===== config.mk =====
export PLATFORM = sky130hd
export DESIGN_NAME = ohash_ctrl
export DESIGN_NICKNAME = d
export VERILOG_FILES = /design/src/sv/ohash_pkg.sv /design/src/sv/ohash_ctrl.sv
export SDC_FILE = /design/constraint.sdc
export NUM_CORES = 1
export LEC_CHECK = 0
export BUFFER_PORTS_ARGS = -buffer_cell sky130_fd_sc_hd__buf_4
export CORE_AREA = 3 3 40 42
export CTS_BUF_LIST = sky130_fd_sc_hd__clkbuf_2 sky130_fd_sc_hd__clkbuf_4 sky130_fd_sc_hd__clkbuf_8
export DETAILED_ROUTE_END_ITERATION = 8
export DIE_AREA = 0 0 43 45
export PLACE_DENSITY = 0.44
export RECOVER_POWER = 50
export REMOVE_ABC_BUFFERS = 1
export SETUP_SLACK_MARGIN = 0.3
export SLEW_MARGIN = 0
export SYNTH_ARGS = -nofsm -noshare
export SYNTH_HDL_FRONTEND = slang
export SYNTH_SLANG_ARGS = --single-unit

===== constraint.sdc =====
create_clock -name i_clk -period 1.4 [get_ports i_clk]
set_clock_uncertainty 0.15 [all_clocks]
set_input_delay 0.28 -clock i_clk [delete_from_list [all_inputs] [get_ports i_clk]]
set_output_delay 0.28 -clock i_clk [all_outputs]
set_load 0.02 [all_outputs]

===== src/sv/ohash_pkg.sv =====
// Shared types and constants of the open-addressing hash table.
// Used by ohash_ctrl, ohash_dp and open_addressing_hash_table.
package ohash_pkg;

    // Table geometry; SLOTS is a power of two so hash mod SLOTS is a mask
    localparam int SLOTS      = 256;
    localparam int SLOT_W     = $clog2(SLOTS);
    localparam int VALUE_BITS = 64;
    localparam int KEY_W      = 32;
    localparam int HASH_W     = 32;
    localparam int LIM_W      = 8;
    localparam int CNT_W      = $clog2(SLOTS + 1);
    localparam int CMP_W      = ((CNT_W > LIM_W) ? CNT_W : LIM_W) + 1;
    localparam int LIM_RESET  = 128;

    // Operation codes
    typedef enum logic [1:0] {
        KIND_GET = 2'd0,
        KIND_SET = 2'd1,
        KIND_DEL = 2'd2
    } t_kind;

    // Controller to datapath
    typedef struct packed {
        logic load;     // latch item, point read address at home slot
        logic advance;  // move read address to next slot
        logic check;    // read data valid, not stopping: note tombstones
        logic finish;   // probe ended on read data: commit and report
        logic quick;    // item resolved without probing: report only
    } t_cmd;

    // Datapath to controller
    typedef struct packed {
        logic quick;    // incoming item needs no probe
        logic stop;     // slot in read data holds the key or is empty
    } t_sts;

endpackage


===== src/sv/ohash_ctrl.sv =====
// Probe sequencer of the hash table: accepts items and steps the datapath.
// Depends on ohash_pkg.
module ohash_ctrl import ohash_pkg::*; (
    input  logic i_clk,
    input  logic i_rst_n,
    input  logic start,
    input  t_sts i_sts,
    output t_cmd o_cmd,
    output logic busy
);

    typedef enum logic [1:0] {
        ST_IDLE,
        ST_FIRST,
        ST_CHECK
    } t_state;

    t_state r_state, n_state;

    // Next state and commands
    always_comb begin
        n_state = r_state;
        o_cmd   = '0;
        case (r_state)
            ST_IDLE: begin
                if (start) begin
                    if (i_sts.quick) begin
                        o_cmd.quick = 1'b1;
                    end else begin
                        o_cmd.load = 1'b1;
                        n_state    = ST_FIRST;
                    end
                end
            end
            ST_FIRST: begin
                // home slot read in flight
                o_cmd.advance = 1'b1;
                n_state       = ST_CHECK;
            end
            ST_CHECK: begin
                if (i_sts.stop) begin
                    o_cmd.finish = 1'b1;
                    n_state      = ST_IDLE;
                end else begin
                    o_cmd.advance = 1'b1;
                    o_cmd.check   = 1'b1;
                end
            end
            default: n_state = ST_IDLE;
        endcase
    end

    always_ff @(posedge i_clk) begin
        if (!i_rst_n) begin
            r_state <= ST_IDLE;
        end else begin
            r_state <= n_state;
        end
    end

    assign busy = (r_state != ST_IDLE);

endmodule


# --- Word level (Yosys, flattened, before mapping) ---
# Index checks and enable logic that the tools add are counted.
totals:
  regBits: 2
  inputBits: 5
  output_inout_bits: 6
  word_cells: 23
op_classes:
  eq_ne: 5
  mux: 14
  n_reduce_logical: 3
op_table:
  columns: ["cell", "n"]
  rows:
  - ["2-bit 2-to-1 mux", 5]
  - ["1-bit 2-to-1 mux", 7]
  - ["2-bit != test (second input constant)", 3]
  - ["2-bit one-hot mux with 3 select lines", 1]
  - ["3-bit AND reduction", 1]
  - ["2-bit by 1-bit == test with 1-bit output (second input constant)", 1]
  - ["2-bit == test (second input constant)", 1]
  - ["2-bit logical NOT", 1]
  - ["1-bit one-hot mux with 2 select lines", 1]
  - ["2-bit nonzero test", 1]

# --- Logic depth before layout (Yosys ltp) ---
depth:
  ltp_word: 3
  depth_mapped: 5
  mapped_depth_nobuf: 5

# --- Worst setup path after synthesis ---
# OpenSTA, ideal clock, no wires.
synth_timing:
  path_kind: "register to register"
  start: "register r_state[0]"
  end: "register r_state[0]"
  setup_time_ns: 0.074
  arrival_ns: 1.269
  required_ns: 1.176
  setup_slack_ns: -0.094
  path_stages_with_launch: 6
  n_path_buf: 0
  period_less_slack_ns: 1.494
  cell_sequence: "dfxtp_1 -> inv_1 -> ha_1 -> nor2b_4 -> or4b_1 -> o21ai_0"
synth_between:
  elab_chain_cells: 3
  elab_cells_between_ends: 8
  cone_classes: "eq/ne: 5; mux: 1; reduce/logical: 2"
synth_rtl:
  columns: ["item", "line", "source"]
  rows:
  - ["start, declared", "ohash_ctrl.sv:18", "t_state r_state, n_state;"]
  - ["start signal, assigned", "ohash_ctrl.sv:57", "r_state <= n_state;"]
  - ["2-bit == test / 2-bit logical NOT (equally long branches)", "ohash_ctrl.sv:24", "case (r_state)"]
  - ["2-bit != test (no line)", null, null]
  - ["3-bit AND reduction (no line)", null, null]
# Several ways; a longest one is shown, not always the timed one.
# A chain may end at the register's enable or synchronous reset.

==> results.cfg <==
[synth]
yosysSeqAreaShare_pct = 22.38
synth_xor_area_share_pct = 0
synth_area_sq_um = 178.9
synthMuxAreaShare_pct = 5.594
synth_seq_cells = 2
synth-simple-area-share_pct = 34.97
syn_area_per_cell_sq_um = 8.133
synth_area_leaders = dfxtp_1 22%, ha_1 21%, nand2_1 8.4%, nor2b_4 7.7%, inv_1 6.3%
synthAdderAreaFrac_pct = 20.98
netlist.area_leader.share_pct = 22.38
yosysTopAreaCell = dfxtp_1
synth_top_family_by_area = simple AND/OR/NAND/NOR gates
yosysWarnings = 0
synth_cell_types = 14
synth_compound_area_share_pct = 9.790
synthCells = 22

[cts]
clk_path_buf_depth = 2
htree_levels = 1
clk-insertion-delay-late_ns = 0.23
clock_sinks = 2
cts_buffers = 3
cts.reportedPaths.clkPinSlew_ns = 0.03
cts_tree = yes
cts_root_buffer = clkbuf_4

[setup_path]
worstSetupPathType = reg -> out
r2r_start = r_state[0]
startpoint = r_state[0]
worstPathCellList = inv_2, ha_4, nor2b_4, o21a_1, buf_6
startpoint_type = register
crit_path_max_incr_delay_ns = 0.32
cp_slowest_cell = dfxtp_2
cp_max_fo = 3
worstPathArrival_ns = 1.17
endpoint_kind = primary output
required_ns = 0.97

[detailed_routing]
drt-initial-drc-count = 3
drt_wl_total_microns = 489
vias = 203
wire_per_inst_microns = 8.891
via_per_inst = 3.691
drc = 0
ant_nets = 0
drt_first_pass_iters = 2

[status]
violations = setup timing
status = complete, but fails checks

[job]
max-cap-violations = 0

[floorplanning]
boundaryPins = 11
fp.dieW_microns = 43
rows = 13
core_sq_um = 1285
die-area_sq_um = 1935
fp.dieH_microns = 45
initial_utilization_pct = 13.92

[worst_hold_path]
hold_class = in -> reg
hold_start = i_rst_n

[finish]
final_core_util_pct = 30.96
area_growth_pct = 122.4
drive_gt1_share_pct = 72.50
diodes = 0
fin_nets = 50
largest_register_ffs = 2
top_regs = r_state: 2 flops
fin_area_sq_um = 397.9
stdcell_count = 55
top_register = r_state
nFillCells = 137

[sta]
setup_ws_ns = -0.1981
setup_viol = 8
drv_slew = 0
rsz0062_at_grt = true
hold_ws_ns = 0.1655
setup-tns-final_ns = -0.8374
finalHoldViolCount = 0
worst_pin_slew_ns = 0.1106
max_freq_mhz = 625.8
relSlewSlack_pct = 92.42
layout_min_cycle_time_ns = 1.598
post-route-period-util_pct = 114.1

[grt]
met3_usage_pct = 4.781
gr-usage-met1_pct = 6.731
grt_max_degree = 5
top_usage_layer = met2
use_met2_pct = 7.784
antenna_found_initial = 0
grt_pass1_vias = 203
grtUsageTotal_pct = 5.990
grt_first_pass_wirelength_microns = 800
gr-total-overflow = 0

[place]
gp_congestion = 0.6580
place_area_sq_um = 302.8
place_inst = 51
port_buffers = 10
pre_cts_ws_ns = -0.1006

[power]
total_power_mw = 0.2990
p_leak_nw = 0.1792
vdd_drop_max_mv = 0.4910
p_per_area_nw_per_um2 = 751.4
==> kinds of logic after synthesis <==
| logic type | Yosys count |
|---|---|
| and+or+nand+nor | 10 |
| AOI/OAI and AO/OA | 3 |
| buffers and inverters | 3 |
| adders and majority gates | 3 |
| DFF | 2 |
| muxes | 1 |
==> cell type report <==
class,instances,area [sq um],share of cell area (%)
Inverter,3,11.26,2.830
Clock buffer,3,22.52,5.660
Tap cell,15,18.77,4.717
Timing Repair Buffer,15,138.9,34.91
Multi-Input combinational cell,17,161.4,40.57
Sequential cell,2,45.04,11.32
==> worst max-delay path, delay by kind of cell, from the launching register on <==
family | cells | cell delay (ns)
DFF | 1 | 0.32
buffers and inverters | 2 | 0.18
AOI/OAI and AO/OA | 1 | 0.17
adders and majority gates | 1 | 0.14
and+or+nand+nor | 1 | 0.13
==> cells in the mapped netlist <==
cell	instances
a21oi_1	1
and2_2	1
and3_1	1
dfxtp_1	2
ha_1	3
inv_1	3
mux2i_1	1
nand2_1	4
nand2b_1	1
nor2_1	1
nor2b_4	1
o21a_1	1
o21ai_0	1
or4b_1	1
==> worst paths after layout <==
path | end | slack (ns) | cells past startpoint
max | o_cmd[3] | -0.20 | 5
min | r_state[0] | 0.17 | 3
max reg2reg | r_state[0] | -0.03 | 5
min reg2reg | r_state[1] | 0.35 | 2
==> metal layers <==
layer	routed length [microns]	vias to the layer above
met5	0	-
met4	0	0
met3	56	0
met2	215	10
met1	218	85
li1	-	108
==> placed cells by master (no fill, tap or decap), types with 2 or more instances in the layout <==
cell type,n
inv_2,2
buf_6,7
ha_2,2
clkbuf_4,3
nand2_1,4
buf_4,8
==> where the power goes <==
group	internal (mW)	switching (mW)	leakage, nW
Combinational	0.0573	0.0473	0.148
Clock	0.0947	0.0352	0.0138
Sequential	0.0608	0.00362	0.0175
Total	0.213	0.0861	0.179
==> what timing repair did <==
item,in CTS,in global routing
gates resized for setup,16,4
pin swaps,3,2
endpoints found under the setup margin,8,8
hold endpoints to repair,0,0
setup buffers,0,1
hold buffers,0,0
Note: power is estimated with default switching activity, not from simulation.
